===== src/rtl/core/sfd_pkg.sv =====
package sfd_pkg;

  localparam int unsigned IO_W = 64;
  localparam int unsigned SKID_DEPTH = 2;

  typedef enum logic [1:0] {
    ST_OK       = 2'd0,
    ST_OVERFLOW = 2'd1,
    ST_DIV_ZERO = 2'd2
  } sfd_status_t;

  typedef struct packed {
    logic        xn;
    logic        yn;
    sfd_status_t status;
  } sfd_ctl_t;

  typedef struct packed {
    logic signed [IO_W-1:0] quotient;
    logic signed [IO_W-1:0] remainder;
    sfd_status_t            status;
  } sfd_res_t;

endpackage


===== src/rtl/core/sfd_if.sv =====


interface sfd_out_if;
  logic                             valid;
  logic                             ready;
  logic signed [sfd_pkg::IO_W-1:0]  quotient;
  logic signed [sfd_pkg::IO_W-1:0]  remainder;
  logic [1:0]                       status;

  modport source (output valid, output quotient, output remainder, output status, input ready);
  modport sink (input valid, input quotient, input remainder, input status, output ready);
endinterface


===== src/rtl/core/sfd_skid.sv =====
module sfd_skid (
  input  logic              clk,
  input  logic              rst_n,
  input  logic              push,
  input  sfd_pkg::sfd_res_t push_data,
  output logic              room,
  sfd_out_if.source         out_chan
);

  sfd_pkg::sfd_res_t slot_r [sfd_pkg::SKID_DEPTH];
  logic       wr_ptr_r;
  logic       rd_ptr_r;
  logic [1:0] cnt_r;
  logic       pop;

  assign room               = (cnt_r != 2'(sfd_pkg::SKID_DEPTH));
  assign pop                = out_chan.valid && out_chan.ready;
  assign out_chan.valid     = (cnt_r != 2'd0);
  assign out_chan.quotient  = slot_r[rd_ptr_r].quotient;
  assign out_chan.remainder = slot_r[rd_ptr_r].remainder;
  assign out_chan.status    = slot_r[rd_ptr_r].status;

  always_ff @(posedge clk) begin
    if (!rst_n) begin
      wr_ptr_r <= 1'b0;
      rd_ptr_r <= 1'b0;
      cnt_r    <= 2'd0;
    end else begin
      if (push) begin
        wr_ptr_r <= ~wr_ptr_r;
      end
      if (pop) begin
        rd_ptr_r <= ~rd_ptr_r;
      end
      cnt_r <= cnt_r + 2'(push) - 2'(pop);
    end
  end

  always_ff @(posedge clk) begin
    if (push) begin
      slot_r[wr_ptr_r] <= push_data;
    end
  end

  a_cnt_bound: assert property (@(posedge clk) disable iff (!rst_n)
    cnt_r <= 2'(sfd_pkg::SKID_DEPTH))
    else $error("output queue count out of range");

  a_no_push_full: assert property (@(posedge clk) disable iff (!rst_n)
    (cnt_r == 2'(sfd_pkg::SKID_DEPTH)) |-> !push)
    else $error("transaction pushed into full output queue");

  a_empty_ptrs: assert property (@(posedge clk) disable iff (!rst_n)
    (cnt_r == 2'd0) |-> (wr_ptr_r == rd_ptr_r))
    else $error("output queue pointers disagree while empty");

endmodule


===== src/flat_wrapper.sv =====
// flat-port wrapper written by rule: the top's interface ports become plain ports
module sfd_skid_flat 
  (clk, rst_n, push, push_data, room, out_chan_valid, out_chan_quotient, out_chan_remainder, out_chan_status, out_chan_ready);
  sfd_out_if out_chan_i ();
  input  logic clk;
  input  logic rst_n;
  input  logic push;
  input  sfd_pkg::sfd_res_t push_data;
  output logic room;
  output wire logic [$bits(out_chan_i.valid)-1:0] out_chan_valid;
  output wire logic [$bits(out_chan_i.quotient)-1:0] out_chan_quotient;
  output wire logic [$bits(out_chan_i.remainder)-1:0] out_chan_remainder;
  output wire logic [$bits(out_chan_i.status)-1:0] out_chan_status;
  input wire logic [$bits(out_chan_i.ready)-1:0] out_chan_ready;
  assign out_chan_valid = out_chan_i.valid;
  assign out_chan_quotient = out_chan_i.quotient;
  assign out_chan_remainder = out_chan_i.remainder;
  assign out_chan_status = out_chan_i.status;
  assign out_chan_i.ready = out_chan_ready;
  sfd_skid u_core (.clk(clk), .rst_n(rst_n), .push(push), .push_data(push_data), .room(room), .out_chan(out_chan_i));
endmodule

===== config.mk =====
export PLATFORM = sky130hd
export DESIGN_NAME = sfd_skid_flat
export DESIGN_NICKNAME = d
export VERILOG_FILES = /design/src/rtl/core/sfd_pkg.sv /design/src/rtl/core/sfd_if.sv /design/src/rtl/core/sfd_skid.sv /design/src/flat_wrapper.sv
export SDC_FILE = /design/constraint.sdc
export NUM_CORES = 1
export LEC_CHECK = 0
export ABC_AREA = 1
export BUFFER_PORTS_ARGS = -buffer_cell sky130_fd_sc_hd__buf_2
export CAP_MARGIN = 20
export CORE_UTILIZATION = 54
export CTS_BUF_LIST = sky130_fd_sc_hd__clkbuf_2 sky130_fd_sc_hd__clkbuf_4 sky130_fd_sc_hd__clkbuf_8
export CTS_CLUSTER_SIZE = 8
export DETAILED_ROUTE_END_ITERATION = 7
export GPL_TIMING_DRIVEN = 0
export PLACE_DENSITY_LB_ADDON = 0.08
export SLEW_MARGIN = 10
export SYNTH_ARGS = -nofsm -noshare
export SYNTH_HDL_FRONTEND = slang
export SYNTH_SLANG_ARGS = --single-unit

===== constraint.sdc =====
create_clock -name clk -period 8.35 [get_ports clk]
set_input_delay 0.835 -clock clk [delete_from_list [all_inputs] [get_ports clk]]
set_output_delay 0.835 -clock clk [all_outputs]
set_load 0.02 [all_outputs]

After elaboration in Yosys (flattened, before gate mapping)
Memories as Yosys holds them, arrays and structs flattened. A register that Yosys moved wholly into a read port is not among the register bits.
Cells that the tools add are included.

cells by class
  divide/modulo/power cells = 0
  order comparisons = 0
  equal/unequal tests = 1
  shift operators = 0
  $add $sub $neg = 2
  reduce and logical (&&, ||, !) cells = 2
  bitwise operators = 2
  multiplexer cells = 4
  multipliers = 0

operators with widths
  cell                count
  $mux 1              4
  $add 2x1->2         1
  $ne 2x2->1 const B  1
  $not 1->1           2
  $reduce_bool 2->1   1
  $sub 2x1->2         1
  $logic_and 1x1->1   1

word-level totals
  input port bits = 134
  register bits = 4
  bits in latches = 0
  bits in read-only memories = 0
  bits in writable memories = 260
  memories = 1
  output and inout bits = 132

memories
  name           depth  width  read ports  clocked after Yosys merged registers in  wr ports  RTL line        source
  u_core.slot_r  2      130    1           1                                        1         sfd_skid.sv:10  sfd_pkg::sfd_res_t slot_r [sfd_pkg::SKID_DEPTH];

Logic depth before layout (Yosys ltp)
Gate-level depths: netlist of the first run.

  word-level depth = 4
  mapped depth = 10
  gate-level depth less buffers = 10

Worst setup path before layout of the first run
No wires, ideal clock.

  kind = input to register
  start = input push
  end = memory u_core.slot_r[0][0] (netlist bit) (enable)
  library setup time = 0.624 ns
  data arrival time = 6.312 ns
  stages = 2
  required time = 7.726 ns
  setup slack = 1.413 ns
  cells stage by stage = inv_1 nor2_1

between the ends
  cells in the longest elaborated chain, start to end = 2

ends and longest elaborated chain
  item                          RTL line           source
  start, declared               flat_wrapper.sv:7  input logic push;
  $mux 1                        sfd_skid.sv:40     if (push) begin
  $mux 1 (not written as such)  sfd_skid.sv:41     slot_r[wr_ptr_r] <= push_data;
  end, declared                 sfd_skid.sv:10

No other way between the ends.

==> summary.txt, run 1 <==
Clocking
  • Sink Count: 265
  • Post-CTS Hold Fix Bufs: 0
  • Clock slew at reported path FFs: approximately 60 ps
  • Longest Clk Path Bufs: 3
  • TritonCTS clock tree: done
  • Post-CTS sizing: 0
  • H-tree levels: 2
  • Worst-skew pair later-pin latency: 520 ps
  • Clk root buf: clkbuf_8
  • Num CTS Buffers: 42
  • Post-CTS setup repair buffer count: 0

Worst setup path
  • CP Max Fanout: 10
  • RR Endpoint: u_core.slot_r[0][59]
  • Delay-heaviest family, CP: buffers and inverters
  • Stages on the worst setup path: 4
  • Crit path cell chain: buf_4 > buf_6 > mux2_2 > buf_2
  • Worst endpoint required time: 7520 ps
  • Reg2reg start: u_core.wr_ptr_r
  • Reg2Reg Depth: 4
  • Type of the worst setup path: reg -> out
  • WP data arrival: 1910 ps
  • Crit-path max cell delay: 370 ps
  • Crit-path slowest cell: dfxtp_1
  • Critical Path Start Type: register
  • CP endpoint: out_chan_remainder[32]
  • WP buf/inv: 3
  • R2R Setup Slk: 6460 ps
  • Worst setup EP type: primary output

Route
  • DRT antenna net count: 0
  • # DRC: 0
  • DRT iter0 DRCs: 193
  • Routed length per instance: 17.8 um
  • WL final: 17.9 mm
  • Via count: 5020
  • Pre-antenna DRT Iters: 4
  • Vias per cell: between 4 and 5

Min path
  • Hold_sp: push_data[4]
  • Worst Hold Class: in -> reg

Synthesis
  • Yosys top cell area share: 0.810
  • Netlist cell types: 12
  • Top-count cell post-synth: edfxtp_1
  • Syn avg cell area: roughly 22 sq um
  • Syn Nets: 576
  • Syn Inst Count: 440
  • EDFF count, synth: 260
  • Yosys top cell by area: edfxtp_1
  • Most common flop cell mapped by yosys: edfxtp_1
  • Synth warn: 0
  • Top post-synthesis cells by count: edfxtp_1 (260), mux2_2 (130), buf_6 (10), nand2_1 (9), nor2_1 (9)
  • Sequential area share after synthesis: 0.820
  • Synth async-reset ratio: 0
  • Largest cells by area after synthesis: edfxtp_1 (81%), mux2_2 (15%), buf_6 (1.2%), dfxtp_1 (1.0%), nand2_1 (0.35%)
  • Register bit total from synthesis: 265
  • Area of the mapped netlist: between 0.009 and 0.01 sq mm

GRT
  • GR Util met3: 0.0681
  • Vias in the first global route: 5284
  • Global-route wire length before repair: 26.7 mm
  • Grt ovf: 0
  • Met1 usage: 0.223
  • Met2 usage in global routing: 0.328
  • Initial antenna violation count: 3
  • Top Usage Layer GRT: met2
  • Largest net degree at the start of global routing: 87
  • Total Routing Usage GR: 0.195

Power
  • Pwr/cell area: 271 mW/mm^2
  • Pleak: around 4.7 nW
  • Maximum VDD drop: 0.000160 V

Layout
  • Final core utilization: 0.703
  • Area Growth Syn to Fin: 26.6%
  • Layout Nets: just under 900
  • Finished Cell Area: 0.0122 sq mm
  • Layout cells sized above 1: 0.615

STA
  • Final Hold Viols: 0
  • Tmin final: 2750 ps
  • Final period util: 0.329
  • Final slew viol count: 0
  • RSZ-0062 raised after global routing: false
  • Max-Slew Margin vs Limit: 0.522
  • Setup violators final: 0
  • Worst-margin pin slew: 715 ps
  • Maximum clock rate: 364 MHz
  • Worst Skew: between 15 and 20 ps

Placed design
  • Port Buf Inserts: 265
  • Area after DPL: between 0.01 and 0.015 sq mm
  • Gpl congestion: ~0.72
  • DP HPWL: roughly 12 mm

Floorplan
  • I/O pin count: 266
  • Chip height: roughly 140 um
  • Core footprint: 0.0174 sq mm
  • Initial Util: 0.556
  • Row cnt: 48
  • Die extent in x: 136 um
  • Die footprint: 0.0184 sq mm

Flow run
  • Max-cap viol count: 0

Outcome
  • Status: finished, final reports clean
-- registers in the layout, summed over array words and instances (netlist names), named ones only --
register,flops
u_core.slot_r,260
u_core.cnt_r,2
u_core.rd_ptr_r,1
u_core.wr_ptr_r,1
-- area by class of cell --
type	instances	area [sq um]
Timing Repair Buffer	271	1480
Sequential cell	265	7910
Clock inverter	7	26.3
Multi-Input combinational cell	153	1580
Inverter	8	35.0
Antenna cell	2	5.00
Tap cell	225	282
Fill cell	1167	5150
Clock buffer	63	761
Buffer	14	135
-- how the worst min path moves through the flow --
stage	end	slack, ps	depth (start not counted)
after CTS	u_core.slot_r[0][19]	470	1
final	u_core.slot_r[1][4]	500	1
after detailed placement	u_core.rd_ptr_r	500	2
after floorplan	register	470	2
after global placement	register	480	2
after global routing	u_core.slot_r[0][115]	470	1
-- metal layers --
layer	up-vias	wire [um]
met5	-	12
met4	2	444
met3	37	1530
met2	189	9240
met1	2430	6690
li1	2362	-
-- metrics by stage --
| step | hold slack (ps) | instances | setup TNS [ps] | setup slack [ps] | total power [mW] |
|---|---|---|---|---|---|
| after floorplan | 467 | 440 | 0 | 1410 | 2.09 |
| after detailed placement | 505 | 936 | 0 | 5790 | 2.32 |
| final | 499 | 1008 | 0 | 5600 | 3.31 |
| after CTS | 465 | 1006 | 0 | 5550 | 3.35 |
| after global placement | 476 | 930 | -192240 | -1480 | 2.31 |
| after global routing | 466 | 1008 | 0 | 5520 | 3.45 |
-- cell usage in the layout, fill, tap and decap left out, drive strengths merged --
cell type / instances
nor2: 9
edfxtp: 260
nand3: 2
ha: 2
diode: 2
dfxtp: 5
a21oi: 1
mux2: 130
clkinv: 7
clkbuf: 63
inv: 8
buf: 285
nand2: 9
-- report_power, final --
part / leakage, nW / switching [mW] / internal [mW]
registers: 2.48 / 0.0196 / 1.55
logic: 1.77 / 0.415 / 0.309
clock network: 0.420 / 0.447 / 0.575
total: 4.67 / 0.881 / 2.43
-- kinds of logic after synthesis --
group / synth area share
fa+ha+maj: 0.00259
flops: 0.820
mux: 0.152
buf+inv: 0.0171
simple gates: 0.00804
compound gates: 0.000518
Power figures use the tool's default switching activity.
==> run 2, diff against run 1 <==
--- a/config.mk
+++ b/config.mk
@@ -8,7 +8,7 @@
 export ABC_AREA = 1
 export BUFFER_PORTS_ARGS = -buffer_cell sky130_fd_sc_hd__buf_2
 export CAP_MARGIN = 20
-export CORE_UTILIZATION = 54
+export CORE_UTILIZATION = 49
 export CTS_BUF_LIST = sky130_fd_sc_hd__clkbuf_2 sky130_fd_sc_hd__clkbuf_4 sky130_fd_sc_hd__clkbuf_8
 export CTS_CLUSTER_SIZE = 8
 export DETAILED_ROUTE_END_ITERATION = 7
==> constraint.sdc (replaced) <==
create_clock -name clk -period 2.3 [get_ports clk]
set_input_delay 0.23 -clock clk [delete_from_list [all_inputs] [get_ports clk]]
set_output_delay 0.23 -clock clk [all_outputs]
set_load 0.02 [all_outputs]
==> run 2 against run 1 <==
  * Sequential share of layout area down 6.9 points
  * Combinational power rose to 3.9 times the previous value
  * Global-route usage up 0.32 points
  * First-iteration DRC count down 26%
  * Power rose to 3.8 times the previous value
  * Sequential cell count unchanged
  * Via count up 11%
  * Die area up 10%
  * Largest cell class unchanged
  * Largest power group unchanged
  * Highest routed layer is now met4
==> summary.txt, run 2 (same netlist as run 1, synthesis figures left out) <==
Layout
  • Commonest non-fill, non-tap cell in the layout: buf_2
  • Area Growth Syn to Fin: 41.8%
  • Largest regs: u_core.slot_r (260), u_core.cnt_r (2)
  • Fillers: 1277 (+9.4%)
  • Fin cells: 1180 (+17%)
  • Layout cells sized above 1: 0.532 (-0.0825)
  • Layout Nets: 1027 (+15%)
  • Most flops, register: u_core.slot_r
  • Final core utilization: 0.719 (+0.0157)
  • Most frequent cells in the layout: buf_2 (268), edfxtp_1 (260), dlygate4sd3_1 (132)
  • Max reg flops: 260 (unchanged)

STA
  • Setup violators final: 0 (unchanged)
  • Setup TNS: 0 ps (unchanged)
  • Final period util: 0.918
  • Worst-margin pin slew: 659 ps (-55.8 ps)
  • RSZ-0062 raised after global routing: false
  • Fin worst setup slack: 189 ps (-5420 ps)
  • Max-Slew Margin vs Limit: 0.560 (+0.0373)
  • Worst Skew: 11.9 ps (-4.60 ps)
  • Final slew viol count: 0 (unchanged)
  • Final Hold Viols: 0 (unchanged)
  • Maximum clock rate: 474 MHz
  • Tmin final: 2110 ps
  • Worst Hold Slack: 37.7 ps (-461 ps)

GRT
  • Vias in the first global route: 6304 (+19%)
  • Largest net degree at the start of global routing: 33 (-62%)
  • Global-route wire length before repair: 30.3 mm (+14%)
  • Total Routing Usage GR: 0.198 (+0.00318)
  • Initial antenna violation count: 1 (-2)
  • Grt ovf: 0 (unchanged)

Power
  • Comb power frac: 0.228 (+0.009)
  • P_int: 9.14 mW (+280%)
  • Pwr/cell area: 909 mW/mm^2 (+240%)
  • P_sw: 3.30 mW (+270%)
  • Sequential power share: 0.457 (-0.016)
  • Pleak: 5.26 nW (+13%)
  • Switching Fraction: 0.265 (-0.000915)
  • Clock Power Share: 0.315 (+0.007)
  • Maximum VDD drop: 0.000702 V (+340%)

Clocking
  • Longest Clk Path Bufs: 3 (unchanged)
  • H-tree levels: 2 (unchanged)
  • Clock slew at reported path FFs: 60 ps (about the same)
  • TritonCTS clock tree: done
  • Num CTS Buffers: 43 (+2.4%)
  • Clk root buf: clkbuf_8
  • Post-CTS setup repair buffer count: 0 (unchanged)
  • Sink Count: 265 (unchanged)
  • Worst-skew pair later-pin latency: 510 ps (about the same)

Worst setup path
  • Crit-path slowest cell: dfxtp_1
  • Type of the worst setup path: reg -> out
  • Worst endpoint required time: 2070 ps (-5450 ps)
  • WP data arrival: 1880 ps (-30 ps)
  • CP Max Fanout: 10 (unchanged)
  • Critical Path Start Type: register
  • Crit-path max cell delay: 370 ps (about the same)
  • Worst setup EP type: primary output
  • R2R Setup Slk: 510 ps (-5950 ps)
  • Crit path cell chain: buf_4 > buf_6 > mux2_2 > buf_2

Route
  • Pre-antenna DRT Iters: 4 (unchanged)
  • DRT iter0 DRCs: 142 (-26%)
  • WL final: 19.7 mm (+9.6%)
  • Routed length per instance: 16.7 um (-6.4%)
  • # DRC: 0 (unchanged)
  • DRT antenna net count: 0 (unchanged)
  • Via count: 5576 (+11%)
  • Vias per cell: 4.73 (-5.1%)

Placed design
  • Dpl cells: 974 (+4.1%)
  • Port Buf Inserts: 265 (unchanged)
  • DP Worst Slack: 467 ps (-5320 ps)
  • DP HPWL: 12.3 mm (+1.7%)
  • Gpl congestion: 0.735 (+2.0%)

Floorplan
  • Initial Util: 0.507 (-0.0485)
  • Die extent in x: 142 um (+4.9%)
  • Chip height: 142 um (+4.9%)
  • Row cnt: 50 (+4.2%)
  • Core footprint: 0.0190 sq mm (+9.6%)
  • Die footprint: 0.0202 sq mm (+10%)
  • I/O pin count: 266 (unchanged)

Flow run
  • Max-cap viol count: 0 (unchanged)

Outcome
  • Status: finished, final reports clean

Min path
  • Worst Hold Class: in -> reg
==> run 2: final cells by class <==
type	instances	area (sq um)	area share
diodes	1	2.50	0.000183
multi-input cells	153	1580	0.116
clock buffers	64	774	0.0566
well taps	260	325	0.0238
inverters	8	33.8	0.00247
plain buffers	14	135	0.00988
clock inverters	9	62.6	0.00457
repair buffers	406	2850	0.208
flip-flops and latches	265	7910	0.578
==> run 2: worst paths after layout <==
check / cells after the start / startpoint / endpoint
worst max-delay path: 4 / register / out_chan_remainder[47]
worst min-delay path: 4 / out_chan_ready / u_core.rd_ptr_r
worst max register to register: 4 / u_core.wr_ptr_r / u_core.slot_r[1][71]
worst min register to register: 2 / u_core.wr_ptr_r / u_core.wr_ptr_r
==> run 2: routing by layer <==
layer,share of wire,up-vias,track usage
met1,0.36,2706,0.197
li1,-,2643,-
met2,0.54,198,0.371
met5,0,-,0
met3,0.077,29,0.0680
met4,0.023,0,0.0809
==> run 2: critical path, delay by kind of cell, from the launching register on <==
kind | cells | cell delay (ps)
buffers and inverters | 3 | 640
flip-flops | 1 | 370
multiplexers | 1 | 360
==> run 2: timing repair <==
action,in CTS,in global routing
resized for setup,0,0
hold endpoints to repair,265,0
setup endpoints to repair,0,0
hold buffers,132,0
==> run 2: metrics by stage <==
step	instance area, sq um	total power, mW
final	13700	12.4
after global routing	13700	13.0
after CTS	13700	12.6
after detailed placement	11500	8.45
after global placement	11300	8.36
after floorplan	9660	7.56
==> run 2: power groups by stage <==
stage / combinational (mW) / sequential (mW) / clock [mW]
floorplan: 1.78 / 5.78 / 0
global placement: 2.57 / 5.79 / 0
detailed placement: 2.66 / 5.79 / 0
CTS: 2.86 / 5.69 / 4.02
global route: 3.03 / 5.71 / 4.23
finish: 2.83 / 5.69 / 3.92
==> run 3, diff against run 2 <==
--- a/config.mk
+++ b/config.mk
@@ -8,8 +8,8 @@
 export ABC_AREA = 1
 export BUFFER_PORTS_ARGS = -buffer_cell sky130_fd_sc_hd__buf_2
 export CAP_MARGIN = 20
-export CORE_UTILIZATION = 49
-export CTS_BUF_LIST = sky130_fd_sc_hd__clkbuf_2 sky130_fd_sc_hd__clkbuf_4 sky130_fd_sc_hd__clkbuf_8
+export CORE_MARGIN = 1.5
+export CORE_UTILIZATION = 47
 export CTS_CLUSTER_SIZE = 8
 export DETAILED_ROUTE_END_ITERATION = 7
 export GPL_TIMING_DRIVEN = 0
==> constraint.sdc (replaced) <==
create_clock -name clk -period 1.8 [get_ports clk]
set_input_delay 0.18 -clock clk [delete_from_list [all_inputs] [get_ports clk]]
set_output_delay 0.18 -clock clk [all_outputs]
set_load 0.02 [all_outputs]
==> run 3 against run 2 <==
  * The run now ends with negative setup slack left
  * Worst hold slack better by 370 ps
  * Sequential share of layout area down 3.5 points
  * Non-clock buffer count up 5
  * Critical path type unchanged
  * Critical endpoint is now out_chan_quotient[60]
==> summary.txt, run 3 (same netlist as run 1, synthesis figures left out) <==
Floorplan
  • I/O pin count: 266 (unchanged)
  • Core footprint: 0.0202 sq mm (+6.1%)
  • Die footprint: 0.0214 sq mm (+5.6%)
  • Initial Util: 0.478 (-0.0289)
  • Chip height: 146 um (+2.8%)
  • Die extent in x: 146 um (+2.8%)
  • Row cnt: 52 (+4.0%)

Placed design
  • Gpl congestion: 0.727 (-0.99%)
  • Port Buf Inserts: 265 (unchanged)
  • DP HPWL: 12.7 mm (+2.9%)
  • Area after DPL: 0.0115 sq mm (-0.13%)
  • Dpl cells: 983 (+0.92%)

Power
  • Clock Power Share: 0.354 (+0.039)
  • Maximum VDD drop: 0.000869 V (+24%)
  • Pwr/cell area: 1240 mW/mm^2 (+36%)
  • Sequential power share: 0.404 (-0.053)
  • Switching Fraction: 0.252 (-0.0129)
  • P_sw: 4.56 mW (+38%)
  • Pleak: 5.64 nW (+7.1%)
  • Comb power frac: 0.242 (+0.014)
  • P_int: 13.5 mW (+48%)

STA
  • Fin worst setup slack: -78.2 ps (-268 ps)
  • Worst Hold Slack: 403 ps (+365 ps)
  • Max-Slew Margin vs Limit: 0.503 (-0.0566)
  • Tmin final: ~1900 ps
  • Maximum clock rate: 532 MHz
  • Final slew viol count: 0 (unchanged)
  • Final period util: 1.04
  • Worst Skew: 17.2 ps (+5.25 ps)
  • Worst-margin pin slew: 741 ps (+82.4 ps)
  • Final Hold Viols: 0 (unchanged)
  • RSZ-0062 raised after global routing: true
  • Setup violators final: 129 (+129)

GRT
  • Global-route wire length before repair: 31.5 mm (+3.6%)
  • Largest net degree at the start of global routing: 39 (+18%)
  • Initial antenna violation count: 1 (unchanged)
  • Grt ovf: 0 (unchanged)
  • Vias in the first global route: 6286 (-0.29%)
  • Total Routing Usage GR: 0.190 (-0.00738)

Route
  • Pre-antenna DRT Iters: 4 (unchanged)
  • Vias per cell: 4.77 (+0.99%)
  • # DRC: 0 (unchanged)
  • DRT iter0 DRCs: 190 (+34%)
  • Routed length per instance: 17.6 um (+5.4%)
  • Via count: 5631 (+0.99%)
  • WL final: 20.7 mm (+5.4%)
  • DRT antenna net count: 0 (unchanged)

Worst setup path
  • Type of the worst setup path: reg -> out
  • WP data arrival: 1700 ps (-180 ps)
  • Worst setup EP type: primary output
  • Worst endpoint required time: 1620 ps (-450 ps)
  • Critical Path Start Type: register
  • CP Max Fanout: 10 (unchanged)

Layout
  • Max reg flops: 260 (unchanged)
  • Layout Nets: 1029 (+0.19%)
  • Most flops, register: u_core.slot_r
  • Commonest non-fill, non-tap cell in the layout: edfxtp_1
  • Fin cells: 1180 (unchanged)
  • Fillers: 1290 (+1.0%)
  • Area Growth Syn to Fin: 50.9%
  • Most frequent cells in the layout: edfxtp_1 (260), buf_2 (212), dlygate4sd3_1 (133)
  • Largest regs: u_core.slot_r (260), u_core.cnt_r (2)
  • Layout cells sized above 1: 0.517 (-0.0150)
  • Finished Cell Area: 0.0146 sq mm (+6.5%)

Min path
  • Worst Hold Class: in -> reg

Flow run
  • Max-cap viol count: 0 (unchanged)

Clocking
  • Clock slew at reported path FFs: 50 ps (about the same)
  • Sink Count: 265 (unchanged)
  • Longest Clk Path Bufs: 3 (unchanged)
  • Worst-skew pair later-pin latency: 500 ps (about the same)
  • TritonCTS clock tree: done
  • Num CTS Buffers: 39 (-9.3%)
  • Clk root buf: clkbuf_16
  • H-tree levels: 2 (unchanged)

Outcome
  • Failing checks: negative setup slack
  • Status: complete, but fails checks
-- run 3: cell count changes in the layout (fill, tap and decap cells not counted), moves of 32 or more --
cell	delta
mux2_2	-37
clkbuf_16	+42
clkbuf_8	-47
mux2_4	+37
buf_2	-56
buf_6	+32
-- run 3: repair_timing --
action / 4_1_cts / 5_1_grt
setup endpoints to repair: 229 / 200
resized for setup: 55 / 116
pin swaps: 1 / 0
hold buffers: 133 / 0
setup buffers: 1 / 2
gates cloned: 2 / 1
hold endpoints to repair: 265 / 0
-- run 3: final timing paths --
path              slack (ps)            start  cells past startpoint                    end
setup / recovery         -80         register                      4  out_chan_quotient[60]
hold / removal           400    push_data[95]                      2   u_core.slot_r[1][95]
setup reg to reg         220  u_core.wr_ptr_r                      2   u_core.slot_r[1][20]
hold reg to reg          530  u_core.rd_ptr_r                      2        u_core.rd_ptr_r
-- run 3: critical path: stages, from the launching register on --
cell     delay, ps
dfxtp_4        400
buf_16         170
buf_12         140
mux2_2         330
buf_2          160
-- run 3: area by class of cell --
type                    instances  area, sq um  share of cell area
inverters                       8         33.8             0.00232
flip-flops and latches        265         7910               0.544
multi-input cells             153         1720               0.118
clock inverters                 1         8.76            0.000602
repair buffers                411         3200               0.220
plain buffers                  14          255              0.0175
clock buffers                  56         1080              0.0744
well taps                     270          338              0.0232
repair inverters                1         5.00            0.000344
diodes                          1         2.50            0.000172
-- run 3: power groups by stage --
stage               clock [mW]  sequential (mW)  combinational [mW]
floorplan                    0             7.38                2.28
global placement             0             7.40                3.29
detailed placement           0             7.39                3.41
CTS                       6.56             7.30                3.96
global route              6.80             7.33                4.62
finish                    6.39             7.31                4.37
-- run 3: per-layer routing --
layer	vias up	GRT usage	part of all wire
li1	2640	-	-
met1	2743	0.209	0.37
met2	206	0.346	0.53
met3	42	0.0584	0.074
met4	0	0.0702	0.027
met5	-	0	0
-- run 3: metrics by stage --
step | utilization | worst slack (ps) | TNS, ps | power (mW)
after floorplan | - | -917 | -230100 | 9.66
after global placement | 0.561 | -2020 | -508680 | 10.7
after detailed placement | 0.570 | -191 | -18150 | 10.8
after CTS | 0.702 | -130 | -12940 | 17.8
after global routing | 0.722 | -141 | -13190 | 18.8
final | 0.722 | -78.2 | -5710 | 18.1
